### config.mk
export PLATFORM = sky130hd
export DESIGN_NAME = countdown_timer_with_digit_entry_top
export DESIGN_NICKNAME = d
export VERILOG_FILES = /design/src/hdl/cdt_pkg.sv /design/src/hdl/countdown_timer_with_digit_entry_top.sv
export SDC_FILE = /design/constraint.sdc
export NUM_CORES = 1
export LEC_CHECK = 0
export BUFFER_PORTS_ARGS = -buffer_cell sky130_fd_sc_hd__buf_2
export CAP_MARGIN = 20
export CORE_MARGIN = 5
export CORE_UTILIZATION = 58
export CTS_CLUSTER_SIZE = 24
export DETAILED_ROUTE_END_ITERATION = 7
export GPL_TIMING_DRIVEN = 0
export HOLD_SLACK_MARGIN = 0.15
export PLACE_DENSITY = 0.86
export RECOVER_POWER = 25
export SETUP_SLACK_MARGIN = 0.2
export SKIP_LAST_GASP = 1
export SLEW_MARGIN = 20
export SYNTH_ARGS = -nofsm -noshare
export SYNTH_HDL_FRONTEND = slang
export SYNTH_SLANG_ARGS = --single-unit
### constraint.sdc
create_clock -name i_clk -period 14.5 [get_ports i_clk]
set_input_delay 2.175 -clock i_clk [delete_from_list [all_inputs] [get_ports i_clk]]
set_output_delay 2.175 -clock i_clk [all_outputs]
set_load 0.02 [all_outputs]
### src/hdl/cdt_pkg.sv
// Types, constants and helper functions of the countdown timer.
`default_nettype none

package cdt_pkg;

    localparam int unsigned FLASH_W      = 16;
    localparam int unsigned REM_W        = 29;
    localparam int unsigned DIGIT_W      = 4;
    localparam int unsigned NUM_DIGITS   = 6;
    localparam int unsigned HOURS_W      = 7;
    localparam int unsigned MINSEC_W     = 6;
    localparam int unsigned SUBSEC_W     = 10;

    localparam logic [FLASH_W-1:0] FLASH_HALF_RESET = 16'd500;

    localparam logic [REM_W-1:0] MS_PER_HOUR   = 29'd3600000;
    localparam logic [REM_W-1:0] MS_PER_MINUTE = 29'd60000;
    localparam logic [REM_W-1:0] MS_PER_SECOND = 29'd1000;

    localparam logic [MINSEC_W-1:0] MINSEC_MAX = 6'd59;
    localparam logic [SUBSEC_W-1:0] SUBSEC_MAX = 10'd999;

    localparam logic [1:0] MODE_CODE_ENTRY   = 2'd0;
    localparam logic [1:0] MODE_CODE_RUNNING = 2'd1;
    localparam logic [1:0] MODE_CODE_PAUSED  = 2'd2;
    localparam logic [1:0] MODE_CODE_ALERT   = 2'd3;

    typedef enum logic [3:0] {
        MODE_ENTRY   = 4'b0001,
        MODE_RUNNING = 4'b0010,
        MODE_PAUSED  = 4'b0100,
        MODE_ALERT   = 4'b1000
    } t_mode;

    typedef enum logic [2:0] {
        OP_TICK   = 3'd0,
        OP_DIGIT  = 3'd1,
        OP_DELETE = 3'd2,
        OP_START  = 3'd3,
        OP_CANCEL = 3'd4,
        OP_PAUSE  = 3'd5
    } t_opcode;

    // Tens digit of a value up to 100 by reciprocal multiply.
    function automatic logic [DIGIT_W-1:0] cdt_tens(input logic [HOURS_W-1:0] x);
        logic [14:0] prod;
        prod = 15'(x) * 15'd205;
        return DIGIT_W'(prod >> 11);
    endfunction

    function automatic logic [DIGIT_W-1:0] cdt_ones(input logic [HOURS_W-1:0] x);
        logic [HOURS_W-1:0] tens10;
        tens10 = HOURS_W'(cdt_tens(x)) * HOURS_W'(10);
        return DIGIT_W'(x - tens10);
    endfunction

    function automatic logic [1:0] cdt_mode_code(input t_mode m);
        logic [1:0] code;
        unique case (m)
            MODE_ENTRY:   code = MODE_CODE_ENTRY;
            MODE_RUNNING: code = MODE_CODE_RUNNING;
            MODE_PAUSED:  code = MODE_CODE_PAUSED;
            MODE_ALERT:   code = MODE_CODE_ALERT;
            default:      code = MODE_CODE_ENTRY;
        endcase
        return code;
    endfunction

endpackage

`default_nettype wire

### src/hdl/countdown_timer_with_digit_entry_top.sv
// Countdown timer with HHMMSS digit entry, top level.
//
// Input channel (i_in_valid / o_in_ready) carries one event per transfer:
// a 1 ms tick or a key (digit, delete, start, cancel, pause/resume).
// Every input transfer yields exactly one result on the output channel
// (o_out_valid / i_out_ready): mode, six display digits, flash phase and
// remaining milliseconds, all showing the state after the event.
// The result is registered: it is valid in the cycle after the input
// transfer. Throughput is one item per cycle while results are taken;
// the state update is one pass from input handshake to output register.
// The remaining time is kept both as a millisecond count and as
// hours/minutes/seconds/ms counters, so the display needs no divider.
// When the receiver stalls, the result register holds and o_in_ready
// drops until it is taken; a new input is taken in the same cycle the
// held result leaves.
// The config channel (i_cfg_valid / o_cfg_ready) writes the flash half
// period and is always ready; write it only while the block is idle.
// Synchronous active-low reset returns to entry mode, digits zero,
// remaining time zero and half period 500 ms; no result is pending.
`default_nettype none

module countdown_timer_with_digit_entry_top
    import cdt_pkg::*;
(
    input  wire logic                 i_clk,
    input  wire logic                 i_rst_n,
    input  wire logic                 i_cfg_valid,
    output logic                      o_cfg_ready,
    input  wire logic [FLASH_W-1:0]   i_flash_half_period_ms,
    input  wire logic                 i_in_valid,
    output logic                      o_in_ready,
    input  wire logic [2:0]           i_opcode,
    input  wire logic [DIGIT_W-1:0]   i_digit_value,
    output logic                      o_out_valid,
    input  wire logic                 i_out_ready,
    output logic [1:0]                o_timer_mode,
    output logic [DIGIT_W-1:0]        o_hours_tens,
    output logic [DIGIT_W-1:0]        o_hours_ones,
    output logic [DIGIT_W-1:0]        o_minutes_tens,
    output logic [DIGIT_W-1:0]        o_minutes_ones,
    output logic [DIGIT_W-1:0]        o_seconds_tens,
    output logic [DIGIT_W-1:0]        o_seconds_ones,
    output logic                      o_flash_on,
    output logic [REM_W-1:0]          o_remaining_ms
);

    logic [FLASH_W-1:0]  r_half, n_half;
    t_mode               r_mode, n_mode;
    logic [DIGIT_W-1:0]  r_digit [NUM_DIGITS];
    logic [DIGIT_W-1:0]  n_digit [NUM_DIGITS];
    logic [REM_W-1:0]    r_rem, n_rem;
    logic [HOURS_W-1:0]  r_hours, n_hours;
    logic [MINSEC_W-1:0] r_mins, n_mins;
    logic [MINSEC_W-1:0] r_secs, n_secs;
    logic [SUBSEC_W-1:0] r_subsec, n_subsec;
    logic [FLASH_W-1:0]  r_alert_cnt, n_alert_cnt;
    logic                r_phase, n_phase;
    logic                r_out_valid, n_out_valid;

    logic [1:0]          r_o_mode;
    logic [DIGIT_W-1:0]  r_o_digit [NUM_DIGITS];
    logic                r_o_flash;
    logic [REM_W-1:0]    r_o_rem;

    logic                in_xfer;
    logic [FLASH_W-1:0]  alert_next;
    logic [REM_W-1:0]    rem_dec;

    // start conversion
    logic [HOURS_W-1:0]  st_s_raw, st_m_raw, st_h;
    logic [MINSEC_W-1:0] st_s, st_m;
    logic                st_cs, st_cm;
    logic [REM_W-1:0]    st_ms;

    logic [DIGIT_W-1:0]  disp [NUM_DIGITS];

    assign o_cfg_ready = 1'b1;
    assign o_in_ready  = !r_out_valid || i_out_ready;
    assign in_xfer     = i_in_valid && o_in_ready;

    assign n_half = (i_cfg_valid && o_cfg_ready) ? i_flash_half_period_ms : r_half;

    always_comb begin
        st_s_raw = HOURS_W'(r_digit[4]) * HOURS_W'(10) + HOURS_W'(r_digit[5]);
        st_cs    = st_s_raw >= HOURS_W'(60);
        st_s     = MINSEC_W'(st_cs ? st_s_raw - HOURS_W'(60) : st_s_raw);
        st_m_raw = HOURS_W'(r_digit[2]) * HOURS_W'(10) + HOURS_W'(r_digit[3])
                 + HOURS_W'(st_cs);
        st_cm    = st_m_raw >= HOURS_W'(60);
        st_m     = MINSEC_W'(st_cm ? st_m_raw - HOURS_W'(60) : st_m_raw);
        st_h     = HOURS_W'(r_digit[0]) * HOURS_W'(10) + HOURS_W'(r_digit[1])
                 + HOURS_W'(st_cm);
        st_ms    = REM_W'(st_h) * MS_PER_HOUR + REM_W'(st_m) * MS_PER_MINUTE
                 + REM_W'(st_s) * MS_PER_SECOND;
    end

    assign rem_dec    = (r_rem != '0) ? r_rem - REM_W'(1) : r_rem;
    assign alert_next = r_alert_cnt + FLASH_W'(1);

    always_comb begin
        n_mode      = r_mode;
        n_digit     = r_digit;
        n_rem       = r_rem;
        n_hours     = r_hours;
        n_mins      = r_mins;
        n_secs      = r_secs;
        n_subsec    = r_subsec;
        n_alert_cnt = r_alert_cnt;
        n_phase     = r_phase;
        if (in_xfer) begin
            if (i_opcode == OP_TICK) begin
                if (r_mode == MODE_RUNNING) begin
                    if (r_rem != '0) begin
                        n_rem = rem_dec;
                        // mixed-radix borrow chain
                        if (r_subsec != '0) begin
                            n_subsec = r_subsec - SUBSEC_W'(1);
                        end else begin
                            n_subsec = SUBSEC_MAX;
                            if (r_secs != '0) begin
                                n_secs = r_secs - MINSEC_W'(1);
                            end else begin
                                n_secs = MINSEC_MAX;
                                if (r_mins != '0) begin
                                    n_mins = r_mins - MINSEC_W'(1);
                                end else begin
                                    n_mins  = MINSEC_MAX;
                                    n_hours = r_hours - HOURS_W'(1);
                                end
                            end
                        end
                    end
                    if (rem_dec == '0) begin
                        n_mode      = MODE_ALERT;
                        n_alert_cnt = '0;
                        n_phase     = 1'b0;
                    end
                end else if (r_mode == MODE_ALERT) begin
                    if (alert_next >= r_half || alert_next == '0) begin
                        n_alert_cnt = '0;
                        n_phase     = !r_phase;
                    end else begin
                        n_alert_cnt = alert_next;
                    end
                end
            end else if (i_opcode <= OP_PAUSE) begin
                if (r_mode == MODE_ALERT) begin
                    n_mode = MODE_ENTRY;
                    for (int i = 0; i < NUM_DIGITS; i++) n_digit[i] = '0;
                end else begin
                    unique case (i_opcode)
                        OP_CANCEL: begin
                            n_mode = MODE_ENTRY;
                            for (int i = 0; i < NUM_DIGITS; i++) n_digit[i] = '0;
                        end
                        OP_PAUSE: begin
                            if (r_mode == MODE_RUNNING) begin
                                n_mode = MODE_PAUSED;
                            end else if (r_mode == MODE_PAUSED) begin
                                n_mode = MODE_RUNNING;
                            end
                        end
                        OP_DIGIT: begin
                            if (r_mode == MODE_ENTRY && i_digit_value <= DIGIT_W'(9)) begin
                                for (int i = 0; i < NUM_DIGITS - 1; i++) begin
                                    n_digit[i] = r_digit[i+1];
                                end
                                n_digit[NUM_DIGITS-1] = i_digit_value;
                            end
                        end
                        OP_DELETE: begin
                            if (r_mode == MODE_ENTRY) begin
                                for (int i = 1; i < NUM_DIGITS; i++) begin
                                    n_digit[i] = r_digit[i-1];
                                end
                                n_digit[0] = '0;
                            end
                        end
                        OP_START: begin
                            if (r_mode == MODE_ENTRY && st_ms != '0) begin
                                n_mode   = MODE_RUNNING;
                                n_rem    = st_ms;
                                n_hours  = st_h;
                                n_mins   = st_m;
                                n_secs   = st_s;
                                n_subsec = '0;
                            end
                        end
                        default: begin
                        end
                    endcase
                end
            end
        end
    end

    always_comb begin
        if (n_mode == MODE_ENTRY) begin
            disp = n_digit;
        end else begin
            disp[0] = cdt_tens(n_hours);
            disp[1] = cdt_ones(n_hours);
            disp[2] = cdt_tens(HOURS_W'(n_mins));
            disp[3] = cdt_ones(HOURS_W'(n_mins));
            disp[4] = cdt_tens(HOURS_W'(n_secs));
            disp[5] = cdt_ones(HOURS_W'(n_secs));
        end
    end

    assign n_out_valid = in_xfer ? 1'b1 : (i_out_ready ? 1'b0 : r_out_valid);

    always_ff @(posedge i_clk) begin
        if (!i_rst_n) begin
            r_half      <= FLASH_HALF_RESET;
            r_mode      <= MODE_ENTRY;
            r_rem       <= '0;
            r_hours     <= '0;
            r_mins      <= '0;
            r_secs      <= '0;
            r_subsec    <= '0;
            r_alert_cnt <= '0;
            r_phase     <= 1'b0;
            r_out_valid <= 1'b0;
            for (int i = 0; i < NUM_DIGITS; i++) r_digit[i] <= '0;
        end else begin
            r_half      <= n_half;
            r_mode      <= n_mode;
            r_rem       <= n_rem;
            r_hours     <= n_hours;
            r_mins      <= n_mins;
            r_secs      <= n_secs;
            r_subsec    <= n_subsec;
            r_alert_cnt <= n_alert_cnt;
            r_phase     <= n_phase;
            r_out_valid <= n_out_valid;
            r_digit     <= n_digit;
        end
    end

    always_ff @(posedge i_clk) begin
        if (in_xfer) begin
            r_o_mode  <= cdt_mode_code(n_mode);
            r_o_digit <= disp;
            r_o_flash <= (n_mode == MODE_ALERT) && !n_phase;
            r_o_rem   <= n_rem;
        end
    end

    assign o_out_valid    = r_out_valid;
    assign o_timer_mode   = r_o_mode;
    assign o_hours_tens   = r_o_digit[0];
    assign o_hours_ones   = r_o_digit[1];
    assign o_minutes_tens = r_o_digit[2];
    assign o_minutes_ones = r_o_digit[3];
    assign o_seconds_tens = r_o_digit[4];
    assign o_seconds_ones = r_o_digit[5];
    assign o_flash_on     = r_o_flash;
    assign o_remaining_ms = r_o_rem;

endmodule

`default_nettype wire

; Word-level counts from Yosys, hierarchy flattened
; Cells that the tools add are included.
[totals]
register_bits = 176
input_bits = 28
output_inout_bits = 59
wordCells = 185
[classes]
magnitude_cmp = 5
addsub = 18
n_reduce_logical = 24
n_mux = 82
mul = 12
n_eq_ne = 17
[ops]
columns = operator, count
row1 = $mux W29, 9
row2 = $mux W24, 7
row3 = $mux W6, 23
row4 = $mux W10, 8
row5 = $mux W7, 11
row6 = $pmux W24 S3, 1
row7 = $mux W16, 4
row8 = $reduce_bool A29 Y1, 2
row9 = $mux W4, 9
row10 = $add A29 B16 Y29, 1
row11 = $add A29 B22 Y29, 1
row12 = $logic_not A29 Y1, 1
row13 = $sub A29 B1 Y29 const B, 1
row14 = $mul A6 B8 Y14 const B, 2
row15 = $mul A7 B15 Y22 const B, 1
row16 = $add A7 B4 Y7, 3
row17 = $mul A4 B3 Y6 const B, 3
row18 = $mul A6 B11 Y17 const B, 1
row19 = $add A16 B1 Y16 const B, 1
row20 = $ge A16 B16 Y1, 1
row21 = $logic_not A16 Y1, 1
row22 = $mul A7 B8 Y15 const B, 1
row23 = $add A7 B1 Y7, 2
row24 = $ge A7 B6 Y1 const B, 2
row25 = 31 further kinds, 62

; Logic depth before layout (Yosys ltp)
[depth]
ltp_word = 21
mapped_depth = 79
ltp_nobuf = 76

; Worst setup path after synthesis
; No wires, ideal clock.
[synth_path]
path_type = reg2reg
startpoint = reg r_digit[5] (netlist bit)
endpoint = reg r_o_digit, in the netlist o_hours_ones[3], data pin
period_less_slack_ns = 16.065
setup_slack_ns = -1.565
setup_time_ns = 0.266
stages_incl_launch_ff = 75
n_path_buf = 1
t_required_ns = 14.234
arrival_time_ns = 15.799
path_cell_list = dfxtp_1 > ha_1 > ha_1 > fa_1 > xnor2_1 > a21oi_1 > maj3_1 > o21ai_0 > inv_1 > ha_1 > inv_1 > fa_1 > nor2b_1 > o21ai_0 > nand2b_1 > xor2_1 > nand3_1 > a21o_1 > [39 not listed] > inv_1 > ha_1 > inv_1 > fa_1 > inv_1 > ha_1 > and3_1 > nand3_1 > or3_1 > a2111o_1 > nand4_1 > o211ai_1 > xnor2_1 > xnor2_1 > ha_1 > o21bai_1 > xnor3_1 > mux2i_1
[synth_rtl]
columns = element, line
row1 = from (decl), countdown_timer_with_digit_entry_top.sv:49  ; logic [DIGIT_W-1:0] r_digit [NUM_DIGITS];
row2 = from (signal assigned), countdown_timer_with_digit_entry_top.sv:236  ; r_digit <= n_digit;
row3 = to (signal assigned), countdown_timer_with_digit_entry_top.sv:243  ; r_o_digit <= disp;
row4 = to (decl), countdown_timer_with_digit_entry_top.sv:61  ; logic [DIGIT_W-1:0] r_o_digit [NUM_DIGITS];

==> metrics.txt <==
row count=64; Hold Crit Start=r_alert_cnt[1]; DRT antenna net count=0; Final Hold Viols=0; Lkg Pwr=10.7 nW; die height=187 um; DP Worst Slack=-2780 ps; post-synthesis instance total=2095; CP endpoint kind=flip-flop; die area=35000 um^2; Worst Hold End=r_alert_cnt[1]; Worst path most repeated cell=ha_4; Seq. cell area=4100 um^2; total wire length=57900 um; M1 GR Usage=0.382; library cells used by synthesis=97; vias in the first global route=17600; drt via density=6.32; Critical Path Slowest Stage Cell=fa_2; CP Class=reg -> reg; WHS=493 ps; RR Endpoint=o_hours_ones[3]; Wirelength per Cell=21.0 um; TritonCTS Buffers=17; H-Tree Depth=4; Post-CTS Hold Fix Bufs=0; slowest stage delay, CP=630 ps; Final Wtd Congestion=0.962; RSZ-0062 raised after global routing=yes; global-route track usage on met3=0.0523; I/O pin count=87; dominant synthesized flop cell=dfxtp_1; slew at the pin closest to its max-slew limit=1150 ps; VDD IR max=0.000102 V; clock tree buffer depth=2; slew margin rel.=0.226; first-pass GRT wire length=89300 um; share of the yosys chip area belonging to registers=0.224; WP data arrival=16330 ps; TritonCTS Sinks=176; Final Cycle Share=1.11; Post-Syn Nets=2479; grt ovf=0; Worst Clk Skew=11.7 ps; # DRC=0; EDFF count, synth=56; largest net degree at the start of global routing=29; NumNets Final=2726; area taken by multi-input logic gates=13900 um^2; initial antenna violation count=0; syn_area_per_cell=8.69 um^2; min cycle time layout=16040 ps; Yosys reg bits=176; Pwr Total=1.30 mW; Hold Crit Depth=2; setup violators final=19; Max Slew Vio Count=0; IO buf count=81; first-pass iteration count of the detailed router=6; failing checks=negative setup slack; dpl hpwl=40700 um; setup slack after layout=-1540 ps; most used routing layer=met2; Clk Latency, worst-skew pair=460 ps; fillers=2169; met2 GRT Util=0.524; Peak Freq=0.0623 GHz; root buffer cell=clkbuf_16; CP Max Fanout=7; WP data required=14790 ps; Syn Std Cell Area=18200 um^2; outcome=finished with violations; Synth async-reset ratio=0; Final TNS setup=-18640 ps; initial core utilization=0.592; ANT cells=0; initial DRC count=1872; Hold WC Path Type=reg -> reg; R2R depth=71; Area Growth Syn to Fin=21.5%; Ys Warns=0; CTS tree=done; startpoint types=flip-flop; Max Cap Viol=0; Tot GR Track Use=0.312; core area=30700 um^2; Crit Reg-Reg Startpoint=r_digit[7]; Die X=187 um; fraction of layout cells with a size suffix above 1=0.183; Vias=17400; reg-to-reg setup timing slack=-1540 ps; PD cells=58.7 nW/um^2; CTS clock-pin slew for the worst setup and hold paths=70 ps
-- per-layer routing --
layer | vias up | wire length (um)
met5 | - | 0
met4 | 0 | 3640
met3 | 277 | 4820
met2 | 989 | 27200
met1 | 8274 | 22300
li1 | 7844 | -
-- power breakdown --
group,internal (mW),switching (mW)
clock network,0.257,0.217
registers,0.525,0.00985
logic,0.116,0.173
total,0.898,0.400
-- placed cells by master (no fill, tap or decap), types with 28 or more instances in the layout --
master	instances
a21o_1	37
a21oi_1	122
a22oi_1	30
and2_1	45
buf_2	30
buf_4	131
clkbuf_1	110
dfxtp_1	115
edfxtp_1	56
fa_1	80
ha_1	230
inv_1	237
mux2i_1	28
nand2_1	100
nand3_1	41
nor2_1	172
nor3_1	53
o21ai_0	71
xnor2_1	63
xor2_1	44
-- registers in the layout, indices dropped and copies added, names as in the netlist, 6 cells and up --
signal,flops
r_subsec,10
r_alert_cnt,16
r_hours,7
r_digit,24
r_mins,6
r_half,16
r_rem,29
r_secs,6
o_remaining_ms,29
-- per-stage QoR --
| step | cells | utilization | cell area [um^2] |
|---|---|---|---|
| final | 2751 | 0.719 | 22100 |
| after global routing | 2751 | 0.719 | 22100 |
| after CTS | 2721 | 0.704 | 21700 |
| after detailed placement | 2574 | 0.633 | 19500 |
| after global placement | 2572 | 0.632 | 19400 |
| after floorplan | 2095 | - | 18500 |
-- repair_timing --
item | 4_1_cts | 5_1_grt
pin swaps | 88 | 72
endpoints found under the setup margin | 19 | 19
gates resized for setup | 132 | 57
buffers inserted | 115 | 30
gates cloned | 0 | 0
-- how the worst max path moves through the flow --
stage	from	to	slack (ps)	depth (start not counted)
finish	r_digit[7]	o_hours_ones[3]	-1540	71
global route	r_digit[1]	o_hours_ones[3]	-2010	71
CTS	r_digit[7]	o_hours_ones[3]	-760	74
detailed placement	r_digit[6]	o_hours_ones[3]	-2780	73
global placement	r_digit[6]	o_hours_ones[3]	-2440	73
floorplan	r_digit[7]	o_hours_ones[3]	-210	74
-- cell usage after synthesis (all sizes together) (11+ instances only) --
| master | count | share of area |
|---|---|---|
| o211ai | 16 | 0.0069 |
| buf | 19 | 0.0054 |
| and2 | 48 | 0.017 |
| xnor2 | 79 | 0.040 |
| nor2b | 12 | 0.0041 |
| dfxtp | 120 | 0.13 |
| nor3 | 53 | 0.015 |
| ha | 264 | 0.18 |
| a32oi | 12 | 0.0058 |
| inv | 259 | 0.053 |
| o21ai | 88 | 0.024 |
| a211oi | 12 | 0.0059 |
| edfxtp | 56 | 0.092 |
| o22ai | 12 | 0.0041 |
| o21a | 15 | 0.0062 |
| nand3 | 45 | 0.012 |
| clkbuf | 61 | 0.013 |
| a31oi | 11 | 0.0038 |
| nor2 | 185 | 0.038 |
| a21o | 37 | 0.015 |
| a21oi | 140 | 0.039 |
| nand2 | 105 | 0.022 |
| nand2b | 18 | 0.0062 |
| fa | 92 | 0.10 |
| o21bai | 11 | 0.0045 |
| a22o | 27 | 0.013 |
| and3 | 14 | 0.0048 |
| nor4 | 28 | 0.011 |
| or3 | 16 | 0.0058 |
| xor2 | 51 | 0.025 |
| mux2i | 30 | 0.017 |
| a22oi | 32 | 0.013 |
-- cells by family after synthesis --
kind of cell               after synthesis  synth area share
and+or+nand+nor                        575             0.156
AOI/OAI and AO/OA                      480             0.178
adders and majority gates              357             0.283
buffers and inverters                  339            0.0716
DFF                                    176             0.224
xor gates and xnor gates               131            0.0661
muxes                                   36            0.0202
other                                    1          0.000206
-- final cells by class --
class / count / area share
Sequential cell: 176 / 0.185
Timing Repair Buffer: 228 / 0.0701
Multi-Input combinational cell: 1580 / 0.631
Buffer: 80 / 0.0204
Clock buffer: 18 / 0.0194
Tap cell: 396 / 0.0224
Clock inverter: 14 / 0.00713
Inverter: 259 / 0.0441
-- worst max-delay path: cells and delay by family, from the launching register on --
family	cells	cell delay, ps
buffers and inverters	13	1280
multiplexers	1	190
XOR/XNOR	7	1370
flip-flops	1	360
AND/OR/NAND/NOR	14	2500
AO/OA/AOI/OAI	15	2890
adder cells (fa/ha/maj)	21	7230
Power figures use the tool's default switching activity.
